`src/design/ucrf_pkg.sv`:
```
// Shared types and codes of the class range finder unit
package ucrf_pkg;

    localparam logic [1:0] KIND_SPAN     = 2'd0;
    localparam logic [1:0] KIND_TOTAL    = 2'd1;
    localparam logic [1:0] KIND_INVALID  = 2'd2;
    localparam logic [1:0] KIND_OVERFLOW = 2'd3;

    localparam logic [2:0] REG_MERGE_MODE  = 3'd0;
    localparam logic [2:0] REG_CLASS0_LOW  = 3'd1;
    localparam logic [2:0] REG_CLASS0_HIGH = 3'd2;
    localparam logic [2:0] REG_CLASS1_LOW  = 3'd3;
    localparam logic [2:0] REG_CLASS1_HIGH = 3'd4;
    localparam logic [2:0] REG_CLASS2_LOW  = 3'd5;
    localparam logic [2:0] REG_CLASS2_HIGH = 3'd6;

    localparam int NUM_CLASSES = 3;
    localparam int MAX_RESULTS = 3;

    typedef struct packed {
        logic                             merge_mode;
        logic [NUM_CLASSES-1:0][20:0]     class_low;
        logic [NUM_CLASSES-1:0][20:0]     class_high;
    } ucrf_cfg_t;

    typedef struct packed {
        logic [31:0] byte_offset;
        logic [31:0] sequence_start;
        logic [20:0] code_accumulator;
        logic [1:0]  bytes_remaining;
        logic [7:0]  lead_byte;
        logic        pending_valid;
        logic [31:0] pending_start;
        logic [31:0] pending_end;
        logic [31:0] matched_count;
        logic        skip_to_end;
    } ucrf_state_t;

    typedef struct packed {
        logic [1:0]  result_kind;
        logic [31:0] span_start;
        logic [31:0] span_end;
        logic [31:0] total_matched;
        logic        run_last;
    } ucrf_result_t;

endpackage

```
`src/design/utf8_class_range_finder_unit.sv`:
```
// Output: a byte's results are registered in the result queue and offered on the master side from there.
// Throughput: one byte per cycle while results drain; s_tready falls while the four-entry
// result queue holds more than two results, or two that are not being taken.
// Reset: rst_n is asynchronous; it clears the string state and the result queue and
// returns the class ranges to empty and merge mode to off.
// Top level of the class range finder unit
module utf8_class_range_finder_unit (
    input  logic         clk,
    input  logic         rst_n,
    input  logic         s_tvalid,
    output logic         s_tready,
    input  logic [7:0]   s_tdata,   // [7:0] text_byte
    input  logic         s_tlast,
    output logic         m_tvalid,
    input  logic         m_tready,
    output logic [95:0]  m_tdata,   // [31:0] span_start, [63:32] span_end, [95:64] total_matched
    output logic [1:0]   m_tuser,   // [1:0] result_kind
    output logic         m_tlast,
    input  logic         psel,
    input  logic         penable,
    input  logic         pwrite,
    input  logic [4:0]   paddr,
    input  logic [31:0]  pwdata,
    output logic [31:0]  prdata,
    output logic         pready
);

    ucrf_pkg::ucrf_cfg_t    cfg;
    ucrf_pkg::ucrf_result_t res [ucrf_pkg::MAX_RESULTS];
    ucrf_pkg::ucrf_result_t head;
    logic [1:0]             res_count;
    logic                   accept;
    logic                   can_take;

    assign s_tready = can_take;
    assign accept   = s_tvalid & can_take;

    ucrf_cfg u_cfg (
        .clk     (clk),
        .rst_n   (rst_n),
        .psel    (psel),
        .penable (penable),
        .pwrite  (pwrite),
        .paddr   (paddr),
        .pwdata  (pwdata),
        .prdata  (prdata),
        .pready  (pready),
        .cfg     (cfg)
    );

    ucrf_step u_step (
        .clk        (clk),
        .rst_n      (rst_n),
        .accept     (accept),
        .text_byte  (s_tdata),
        .final_byte (s_tlast),
        .cfg        (cfg),
        .res        (res),
        .res_count  (res_count)
    );

    ucrf_fifo u_fifo (
        .clk        (clk),
        .rst_n      (rst_n),
        .push       (accept),
        .push_count (res_count),
        .push_data  (res),
        .pop        (m_tready),
        .can_take   (can_take),
        .not_empty  (m_tvalid),
        .head       (head)
    );

    assign m_tdata = {head.total_matched, head.span_end, head.span_start};
    assign m_tuser = head.result_kind;
    assign m_tlast = head.run_last;

endmodule

```
`src/design/ucrf_cfg.sv`:
```
// Configuration register file with its APB-style access port
module ucrf_cfg (
    input  logic                 clk,
    input  logic                 rst_n,
    input  logic                 psel,
    input  logic                 penable,
    input  logic                 pwrite,
    input  logic [4:0]           paddr,
    input  logic [31:0]          pwdata,
    output logic [31:0]          prdata,
    output logic                 pready,
    output ucrf_pkg::ucrf_cfg_t  cfg
);

    ucrf_pkg::ucrf_cfg_t cfg_reg;
    logic                wr_en;
    logic [2:0]          reg_index;

    assign pready    = 1'b1;
    assign wr_en     = psel & penable & pwrite;
    assign reg_index = paddr[4:2];
    assign cfg       = cfg_reg;

    always_ff @(posedge clk or negedge rst_n)
    begin
        if (!rst_n)
        begin
            cfg_reg.merge_mode <= 1'b0;
            for (int i = 0; i < ucrf_pkg::NUM_CLASSES; i++)
            begin
                cfg_reg.class_low[i]  <= 21'd1;
                cfg_reg.class_high[i] <= 21'd0;
            end
        end
        else if (wr_en)
        begin
            case (reg_index)
                ucrf_pkg::REG_MERGE_MODE:  cfg_reg.merge_mode    <= pwdata[0];
                ucrf_pkg::REG_CLASS0_LOW:  cfg_reg.class_low[0]  <= pwdata[20:0];
                ucrf_pkg::REG_CLASS0_HIGH: cfg_reg.class_high[0] <= pwdata[20:0];
                ucrf_pkg::REG_CLASS1_LOW:  cfg_reg.class_low[1]  <= pwdata[20:0];
                ucrf_pkg::REG_CLASS1_HIGH: cfg_reg.class_high[1] <= pwdata[20:0];
                ucrf_pkg::REG_CLASS2_LOW:  cfg_reg.class_low[2]  <= pwdata[20:0];
                ucrf_pkg::REG_CLASS2_HIGH: cfg_reg.class_high[2] <= pwdata[20:0];
                default: ;
            endcase
        end
    end

    always_comb
    begin
        case (reg_index)
            ucrf_pkg::REG_MERGE_MODE:  prdata = {31'd0, cfg_reg.merge_mode};
            ucrf_pkg::REG_CLASS0_LOW:  prdata = {11'd0, cfg_reg.class_low[0]};
            ucrf_pkg::REG_CLASS0_HIGH: prdata = {11'd0, cfg_reg.class_high[0]};
            ucrf_pkg::REG_CLASS1_LOW:  prdata = {11'd0, cfg_reg.class_low[1]};
            ucrf_pkg::REG_CLASS1_HIGH: prdata = {11'd0, cfg_reg.class_high[1]};
            ucrf_pkg::REG_CLASS2_LOW:  prdata = {11'd0, cfg_reg.class_low[2]};
            ucrf_pkg::REG_CLASS2_HIGH: prdata = {11'd0, cfg_reg.class_high[2]};
            default:                   prdata = 32'd0;
        endcase
    end

endmodule

```
`src/design/ucrf_step.sv`:
```
// String state register and the per-byte decode, class match and span logic
module ucrf_step (
    input  logic                  clk,
    input  logic                  rst_n,
    input  logic                  accept,
    input  logic [7:0]            text_byte,
    input  logic                  final_byte,
    input  ucrf_pkg::ucrf_cfg_t   cfg,
    output ucrf_pkg::ucrf_result_t res [ucrf_pkg::MAX_RESULTS],
    output logic [1:0]            res_count
);

    ucrf_pkg::ucrf_state_t st_reg;
    ucrf_pkg::ucrf_state_t st_next;

    always_ff @(posedge clk or negedge rst_n)
    begin
        if (!rst_n)
            st_reg <= '0;
        else if (accept)
            st_reg <= st_next;
    end

    always_comb
    begin
        logic [20:0] cp;
        logic        done;
        logic        bad;
        logic        hit;
        logic [31:0] seq_eff;
        logic [31:0] off_inc;
        logic [7:0]  lo;
        logic [7:0]  hi;
        logic [2:0]  seq_len;
        logic [2:0]  cp_width;
        logic [1:0]  n;
        logic [20:0] acc_shift;

        st_next   = st_reg;
        cp        = 21'd0;
        done      = 1'b0;
        bad       = 1'b0;
        hit       = 1'b0;
        lo        = 8'h80;
        hi        = 8'hBF;
        n         = 2'd0;
        seq_eff   = (st_reg.bytes_remaining == 2'd0) ? st_reg.byte_offset
                                                     : st_reg.sequence_start;
        off_inc   = st_reg.byte_offset + 32'd1;
        cp_width  = off_inc[2:0] - seq_eff[2:0];
        acc_shift = {st_reg.code_accumulator[14:0], text_byte[5:0]};
        seq_len   = (st_reg.lead_byte >= 8'hF0) ? 3'd4 :
                    (st_reg.lead_byte >= 8'hE0) ? 3'd3 : 3'd2;
        for (int i = 0; i < ucrf_pkg::MAX_RESULTS; i++)
            res[i] = '0;

        if (st_reg.skip_to_end)
        begin
            if (final_byte)
                st_next = '0;
        end
        else if (st_reg.byte_offset == 32'hFFFF_FFFF)
        begin
            res[0] = '{ucrf_pkg::KIND_OVERFLOW, st_reg.sequence_start,
                       st_reg.byte_offset, 32'd0, 1'b0};
            n = 2'd1;
            st_next = '0;
            st_next.skip_to_end = !final_byte;
        end
        else
        begin
            if (st_reg.bytes_remaining == 2'd0)
            begin
                st_next.sequence_start = st_reg.byte_offset;
                st_next.lead_byte      = text_byte;
                if (text_byte < 8'h80)
                begin
                    cp   = {13'd0, text_byte};
                    done = 1'b1;
                end
                else if (text_byte inside {[8'hC2:8'hDF]})
                begin
                    st_next.code_accumulator = {16'd0, text_byte[4:0]};
                    st_next.bytes_remaining  = 2'd1;
                end
                else if (text_byte inside {[8'hE0:8'hEF]})
                begin
                    st_next.code_accumulator = {17'd0, text_byte[3:0]};
                    st_next.bytes_remaining  = 2'd2;
                end
                else if (text_byte inside {[8'hF0:8'hF4]})
                begin
                    st_next.code_accumulator = {18'd0, text_byte[2:0]};
                    st_next.bytes_remaining  = 2'd3;
                end
                else
                    bad = 1'b1;
            end
            else
            begin
                if ({1'b0, st_reg.bytes_remaining} == seq_len - 3'd1)
                begin
                    case (st_reg.lead_byte)
                        8'hE0:   lo = 8'hA0;
                        8'hED:   hi = 8'h9F;
                        8'hF0:   lo = 8'h90;
                        8'hF4:   hi = 8'h8F;
                        default: ;
                    endcase
                end
                if (text_byte < lo || text_byte > hi)
                    bad = 1'b1;
                else
                begin
                    st_next.code_accumulator = acc_shift;
                    st_next.bytes_remaining  = st_reg.bytes_remaining - 2'd1;
                    if (st_next.bytes_remaining == 2'd0)
                    begin
                        cp   = acc_shift;
                        done = 1'b1;
                    end
                end
            end

            if (bad || (final_byte && !done && st_next.bytes_remaining != 2'd0))
            begin
                res[0] = '{ucrf_pkg::KIND_INVALID, seq_eff, st_reg.byte_offset,
                           32'd0, 1'b0};
                n = 2'd1;
                st_next = '0;
                st_next.skip_to_end = !final_byte;
            end
            else
            begin
                st_next.byte_offset = off_inc;
                for (int i = 0; i < ucrf_pkg::NUM_CLASSES; i++)
                    if (cfg.class_low[i] <= cp && cp <= cfg.class_high[i])
                        hit = 1'b1;

                if (done && hit)
                begin
                    st_next.matched_count = st_reg.matched_count + {29'd0, cp_width};
                    if (st_reg.pending_valid && cfg.merge_mode &&
                        st_reg.pending_end == seq_eff)
                        st_next.pending_end = off_inc;
                    else
                    begin
                        if (st_reg.pending_valid)
                        begin
                            res[n] = '{ucrf_pkg::KIND_SPAN, st_reg.pending_start,
                                       st_reg.pending_end, 32'd0, 1'b0};
                            n = n + 2'd1;
                        end
                        st_next.pending_valid = 1'b1;
                        st_next.pending_start = seq_eff;
                        st_next.pending_end   = off_inc;
                    end
                end

                if (final_byte)
                begin
                    if (st_next.pending_valid)
                    begin
                        res[n] = '{ucrf_pkg::KIND_SPAN, st_next.pending_start,
                                   st_next.pending_end, 32'd0, 1'b0};
                        n = n + 2'd1;
                    end
                    res[n] = '{ucrf_pkg::KIND_TOTAL, 32'd0, off_inc,
                               st_next.matched_count, 1'b0};
                    n = n + 2'd1;
                    st_next = '0;
                end
            end
        end

        for (int i = 0; i < ucrf_pkg::MAX_RESULTS; i++)
            res[i].run_last = (n != 2'd0) && (2'(i) == n - 2'd1);
        res_count = n;
    end

endmodule

```
`src/design/ucrf_fifo.sv`:
```
// Four-entry result queue taking up to three results per beat
module ucrf_fifo (
    input  logic                   clk,
    input  logic                   rst_n,
    input  logic                   push,
    input  logic [1:0]             push_count,
    input  ucrf_pkg::ucrf_result_t push_data [ucrf_pkg::MAX_RESULTS],
    input  logic                   pop,
    output logic                   can_take,
    output logic                   not_empty,
    output ucrf_pkg::ucrf_result_t head
);

    ucrf_pkg::ucrf_result_t mem_reg [4];
    logic [1:0]             wr_ptr_reg;
    logic [1:0]             rd_ptr_reg;
    logic [2:0]             count_reg;
    logic [1:0]             push_n;
    logic                   pop_en;

    assign not_empty = (count_reg != 3'd0);
    assign pop_en    = pop & not_empty;
    assign can_take  = (count_reg <= 3'd1) || (count_reg == 3'd2 && pop_en);
    assign push_n    = push ? push_count : 2'd0;
    assign head      = mem_reg[rd_ptr_reg];

    always_ff @(posedge clk)
    begin
        for (int i = 0; i < ucrf_pkg::MAX_RESULTS; i++)
            if (2'(i) < push_n)
                mem_reg[wr_ptr_reg + 2'(i)] <= push_data[i];
    end

    always_ff @(posedge clk or negedge rst_n)
    begin
        if (!rst_n)
        begin
            wr_ptr_reg <= 2'd0;
            rd_ptr_reg <= 2'd0;
            count_reg  <= 3'd0;
        end
        else
        begin
            wr_ptr_reg <= wr_ptr_reg + push_n;
            rd_ptr_reg <= rd_ptr_reg + {1'b0, pop_en};
            count_reg  <= count_reg + {1'b0, push_n} - {2'd0, pop_en};
        end
    end

endmodule

```
`config.mk`:
```
export PLATFORM = sky130hd
export DESIGN_NAME = utf8_class_range_finder_unit
export DESIGN_NICKNAME = d
export VERILOG_FILES = /design/src/design/ucrf_pkg.sv /design/src/design/utf8_class_range_finder_unit.sv /design/src/design/ucrf_cfg.sv /design/src/design/ucrf_step.sv /design/src/design/ucrf_fifo.sv
export SDC_FILE = /design/constraint.sdc
export NUM_CORES = 2
export LEC_CHECK = 0
export BUFFER_PORTS_ARGS = -buffer_cell sky130_fd_sc_hd__clkbuf_2
export CAP_MARGIN = 20
export CORE_UTILIZATION = 45
export DETAILED_ROUTE_END_ITERATION = 16
export GPL_ROUTABILITY_DRIVEN = 0
export PLACE_DENSITY = 0.7
export SYNTH_ARGS = -nofsm -noshare
export SYNTH_HDL_FRONTEND = slang
export SYNTH_SLANG_ARGS = --single-unit
```
`constraint.sdc`:
```
create_clock -name clk -period 44.4 [get_ports clk]
set_clock_uncertainty 0.1 [all_clocks]
set_input_delay 8.88 -clock clk [delete_from_list [all_inputs] [get_ports clk]]
set_output_delay 8.88 -clock clk [all_outputs]
set_load 0.005 [all_outputs]
```
# After elaboration in Yosys (flattened, before gate mapping)
# Memories as Yosys holds them, arrays and structs flattened.
# Index checks and enable logic that the tools add are counted.
dict set report totals {
  elab_cells 230
  out_inout_bits 134
  mem_bits_rw 396
  reg_bits 321
  memories 1
}
# name words width read_ports rd_clocked_by_memory_dff write_ports line
set mem_list {}
lappend mem_list {u_fifo.mem_reg 4 99 1 0 3 ucrf_fifo.sv:14} ;# ucrf_pkg::ucrf_result_t mem_reg [4];
dict set report classes {
  bitwise_logic 6
  muxes 104
  n_eq_ne 20
  n_reduce_logical 40
  addsub 14
  order_cmp 25
}
# cell n
set op_table {}
lappend op_table {{297-bit 2-to-1 mux} 7}
lappend op_table {{193-bit 2-to-1 mux} 5}
lappend op_table {{99-bit 2-to-1 mux} 9}
lappend op_table {{297-bit bitwise mux} 2}
lappend op_table {{97-bit 2-to-1 mux} 5}
lappend op_table {{99-bit demux with 2-bit select} 2}
lappend op_table {{198-bit 2-to-1 mux} 2}
lappend op_table {{23-bit 2-to-1 mux} 8}
lappend op_table {{21-bit case mux with 7 select lines} 1}
lappend op_table {{21-bit less-or-equal comparator} 6}
lappend op_table {{21-bit 2-to-1 mux} 5}
lappend op_table {{8-bit 2-to-1 mux} 10}
lappend op_table {{8-bit greater-or-equal comparator (second input constant)} 5}
lappend op_table {{33-bit 2-to-1 mux} 1}
lappend op_table {{32-bit by 1-bit adder with 32-bit output (second input constant)} 1}
lappend op_table {{32-bit by 3-bit adder with 32-bit output} 1}
lappend op_table {{32-bit equality test} 1}
lappend op_table {{32-bit equality test (second input constant)} 1}
lappend op_table {{8-bit equality test (second input constant)} 4}
lappend op_table {{32-bit 2-to-1 mux} 1}
lappend op_table {{2-bit 2-to-1 mux} 15}
lappend op_table {{1-bit 2-to-1 mux} 28}
lappend op_table {{8-bit less-or-equal comparator (second input constant)} 3}
lappend op_table {{6-bit case mux with 2 select lines} 2}
lappend op_table {{other kinds (41)} 84}

# Longest topological paths before layout
dict set report depth {
  word_depth 44
  depth_mapped 35
  depth_no_buf 31
}

# Cells and area by module
# From an unflattened synthesis, not the netlist that was laid out.
dict set report hier_totals {
  cells_unflattened 3931
  area_unflattened_um2 46787.4
}
# mod cells_each area_each_um2 n_inst
set by_module_without_submodules {}
lappend by_module_without_submodules {ucrf_fifo 1452 24079.3 1}
lappend by_module_without_submodules {ucrf_step 2043 16613.4 1}
lappend by_module_without_submodules {ucrf_cfg 435 6088.3 1}
lappend by_module_without_submodules {utf8_class_range_finder_unit 1 6.3 1}

# Least setup slack after synthesis
# Ideal clock, no wire load.
dict set report synth_path {
  kind {input port to flip-flop}
  startpoint {input port s_tdata[5]}
  endpoint {memory u_fifo.mem_reg[2][0] (netlist bit), enable pin}
  setup_time_ns 1.083
  arrival_time_ns 29.234
  required_time_ns 43.217
  setup_slack_ns 13.983
  path_stages 24
  path_buffers 3
  cell_sequence {ha_1 and4_1 a31oi_1 nor4_4 clkbuf_1 nand2_1 inv_1 ha_1 and3_1 nand4_1 nor4_1 a221o_1 o31ai_1 o21ai_1 a211oi_4 buf_6 buf_2 inv_1 ha_1 inv_1 nand2_1 nor3_1 nor2_1 a2111oi_0}
}
# element line
set synth_lines {}
lappend synth_lines {{from (decl)} utf8_class_range_finder_unit.sv:12} ;# input logic [7:0] s_tdata,
lappend synth_lines {{to (decl)} ucrf_fifo.sv:14}

# Final worst setup path
dict set report layout_path {
  startpoint {input port paddr[2]}
  endpoint {output port prdata[0]}
}
dict set report layout_via {
  elab_chain_len 2
  word_cells_on_any_way 8
  classes_between {eq/ne: 6; mux: 1; reduce/logical: 1}
}
# element line
set layout_lines {}
lappend layout_lines {{from (decl)} utf8_class_range_finder_unit.sv:22} ;# input logic [4:0] paddr,
lappend layout_lines {{3-bit equality test (tied with other cells)} ucrf_cfg.sv:52} ;# case (reg_index)
lappend layout_lines {{21-bit case mux with 7 select lines (*)} ucrf_cfg.sv:52}
lappend layout_lines {{to (decl)} utf8_class_range_finder_unit.sv:24} ;# output logic [31:0] prdata,
# Mark *: on every way between the ends. The rest lies on a longest branch, timed or not.

==> results.json <==
{
  "whs_endpoint": "u_step.st_reg[105]$_DFFE_PN0P_",
  "syn2layout_area_growth_pct": 11.9,
  "vias_per_cell": 6.27,
  "r2r_slack_ps": 35120,
  "cts_buffer_depth": 3,
  "synth_cells": 3589,
  "synth_most_common_cell": "edfxtp_1",
  "ys.flop_type": "edfxtp_1",
  "path_max_fanout": 21,
  "synth_xor_area_frac": 0.0223,
  "drt-initial-drc-count": 3421,
  "final_nets": 3858,
  "synth_area_leader_cell": "edfxtp_1",
  "fin_setup_tns_ps": 0,
  "worst_setup_path_end_kind": "output port",
  "track_usage": 0.266,
  "maxCapViolCount": 0,
  "max_freq_mhz": 50.4,
  "path_class": "in -> out",
  "grt_pass1_vias": 29224,
  "die-area_um2": 87700,
  "synthAdderAreaFrac": 0.0475,
  "largest_register_ff_count": 396,
  "grt_antenna_before_repair": 4,
  "clkLatencyLatePin_ps": 660,
  "routed_wl_um": 117000,
  "power_density_nw_per_um2": 56.2,
  "peakVddDrop_uv": 39.4,
  "min_period_over_period": 0.447,
  "cts.sinks": 717,
  "finalMaxSlewViolations": 0,
  "synthArstFlopShare": 0.448,
  "cts_tree": "yes",
  "synth_mux_area_frac": 0.0958,
  "cts_resized": 0,
  "ant_nets": 0,
  "p_int_mw": 1.54,
  "synth_cell_types": 99,
  "reg2reg_from": "u_step.st_reg[99]$_DFFE_PN0P_",
  "hold_start": "u_step.st_reg[105]$_DFFE_PN0P_",
  "detailed_place_hpwl_um": 76600,
  "dp_worst_setup_slack_ps": 24580,
  "status": "finished, final reports clean",
  "slew_headroom": 0.243,
  "synth_top_family_by_area": "compound AO/OA/AOI/OAI gates",
  "hp-class": "reg -> reg",
  "grt_pass1_wl_um": 179000,
  "avgRoutedWirePerCell_um": 24.0,
  "worstMarginPinSlew_ps": 1140,
  "grt_max_degree": 154,
  "critPathLaunchType": "primary input",
  "ys_warn_count": 0,
  "r2r-end": "u_fifo.mem_reg[2][96]$_SDFFCE_PP0P_",
  "synth-simple-area-share": 0.116,
  "layout-drive-gt1-share": 0.175,
  "cts_made_buffers": 78,
  "worstPathRequired_ps": 35420,
  "htree_levels": 3,
  "synth-seq-cells": 717,
  "syn_area_um2": 38900,
  "dr.pass1.iters": 5,
  "p_seq_frac": 0.349,
  "power.switching_mw": 0.915,
  "power.share.clock": 0.273,
  "synth_edf_count": 396,
  "synthTopCellsByArea": "edfxtp_1 (31%), dfrtp_1 (20%), mux4_2 (5.7%), ha_1 (4.6%), o21ai_0 (4.3%)",
  "clkTransAtPathRegs_ps": 50,
  "die_w_um": 296,
  "gr-total-overflow": 0,
  "final_core_util": 0.510,
  "ys_top_cells_by_count": "edfxtp_1 (396), nand2_1 (372), nor2_1 (341)",
  "synth_compound_area_frac": 0.164,
  "syn_avg_cell_area_um2": 10.8,
  "swShare": 0.373,
  "vias": 30531,
  "whs_path_depth": 2,
  "worst_slack_ps": 24540,
  "rsz0062_at_grt": "false",
  "arrival_ps": 10880,
  "die_y_um": 296,
  "start_util": 0.456,
  "drcViolationCount": 0,
  "startpoint": "paddr[2]",
  "synth_top_area_frac": 0.305,
  "combPwrFrac": 0.378,
  "num_io_pins": 187,
  "fin_crit_ps": 19860,
  "rr_worst_depth": 28,
  "cts_setup_buffers": 0,
  "rows": 107,
  "io_buffer_count": 161,
  "finalSetupViolCount": 0,
  "leakagePower_nw": 17.1,
  "cts_root_buf": "clkbuf_16",
  "yosysSeqAreaShare": 0.512,
  "finalHoldViolations": 0,
  "core_um2": 85400,
  "postCtsHoldBufs": 0
}
[worst max-delay path by stage]
stage,end,depth (start not counted)
after global placement,prdata[0],8
after global routing,prdata[0],8
after CTS,prdata[0],8
after floorplan,u_fifo.mem_reg[2][0]$_DFFE_PP_,24
final,prdata[0],8
after detailed placement,prdata[0],8
[metrics by stage]
step / hold slack [ps] / cell area, um^2 / std cells / total power, mW
floorplan: 342 / 39000 / 3599 / 1.47
global placement: 361 / 40900 / 4718 / 1.77
detailed placement: 369 / 40900 / 4718 / 1.78
CTS: 381 / 43500 / 4862 / 2.45
global route: 401 / 43600 / 4868 / 2.57
finish: 378 / 43600 / 4868 / 2.45
[placed cells by master (no fill, tap or decap), types with 13 or more instances in the layout]
cell / Yosys / final
a221oi_1: 22 / 22
a22oi_1: 162 / 162
o21ai_0: 333 / 333
mux2_2: 100 / 100
ha_1: 143 / 142
nand2_1: 372 / 371
mux2i_1: 36 / 36
nor2_1: 341 / 320
mux4_2: 99 / 99
clkbuf_2: 3 / 160
o22ai_1: 61 / 61
clkbuf_16: 0 / 80
a22o_1: 58 / 57
and3_1: 36 / 36
o21ai_1: 25 / 23
dfrtp_1: 318 / 316
a31oi_1: 14 / 14
xor2_1: 41 / 41
nor2b_1: 13 / 13
clkbuf_1: 148 / 15
nand3_1: 90 / 90
nand4_1: 25 / 25
a211oi_1: 30 / 29
o31ai_1: 22 / 22
nor2_2: 4 / 15
xnor2_1: 58 / 58
buf_4: 17 / 68
edfxtp_1: 396 / 396
inv_1: 132 / 132
nor3_1: 21 / 20
nor4_1: 22 / 21
clkbuf_8: 0 / 13
a21oi_1: 170 / 169
[worst max-delay path: stages]
cell	delay, ps
clkbuf_2	170
nor2b_1	210
and2_1	900
inv_1	160
o21ai_0	210
nor2_1	100
o21ai_0	90
clkbuf_2	150
[per-layer routing]
metal	track usage	part of all wire	vias up
met5	0	0.00025	-
met4	0.103	0.035	6
met3	0.0468	0.098	247
met2	0.410	0.45	1633
met1	0.374	0.41	15154
li1	-	-	13491
[area by class of cell]
type	instances	area, um^2
fill	7622	41800
timing repair buffer	235	1440
antenna	1	2.50
clock buffer	108	2240
clock inverter	36	398
sequential	717	19900
inverter	134	503
tap	1144	1430
multi-input combinational	2493	17600
[power groups by stage]
stage | Combinational [mW] | Sequential [mW] | Clock [mW]
global route | 1.01 | 0.863 | 0.701
CTS | 0.917 | 0.855 | 0.675
detailed placement | 0.913 | 0.868 | 0
global placement | 0.901 | 0.865 | 0
finish | 0.926 | 0.855 | 0.670
floorplan | 0.630 | 0.842 | 0
[kinds of logic after synthesis]
family                   after synthesis
AND/OR/NAND/NOR                     1005
AO/OA/AOI/OAI                        995
flip-flops                           717
buffers and inverters                389
multiplexers                         236
adder cells (fa/ha/maj)              146
XOR/XNOR                              99
other                                  2
Note: power is estimated with default switching activity, not from simulation.
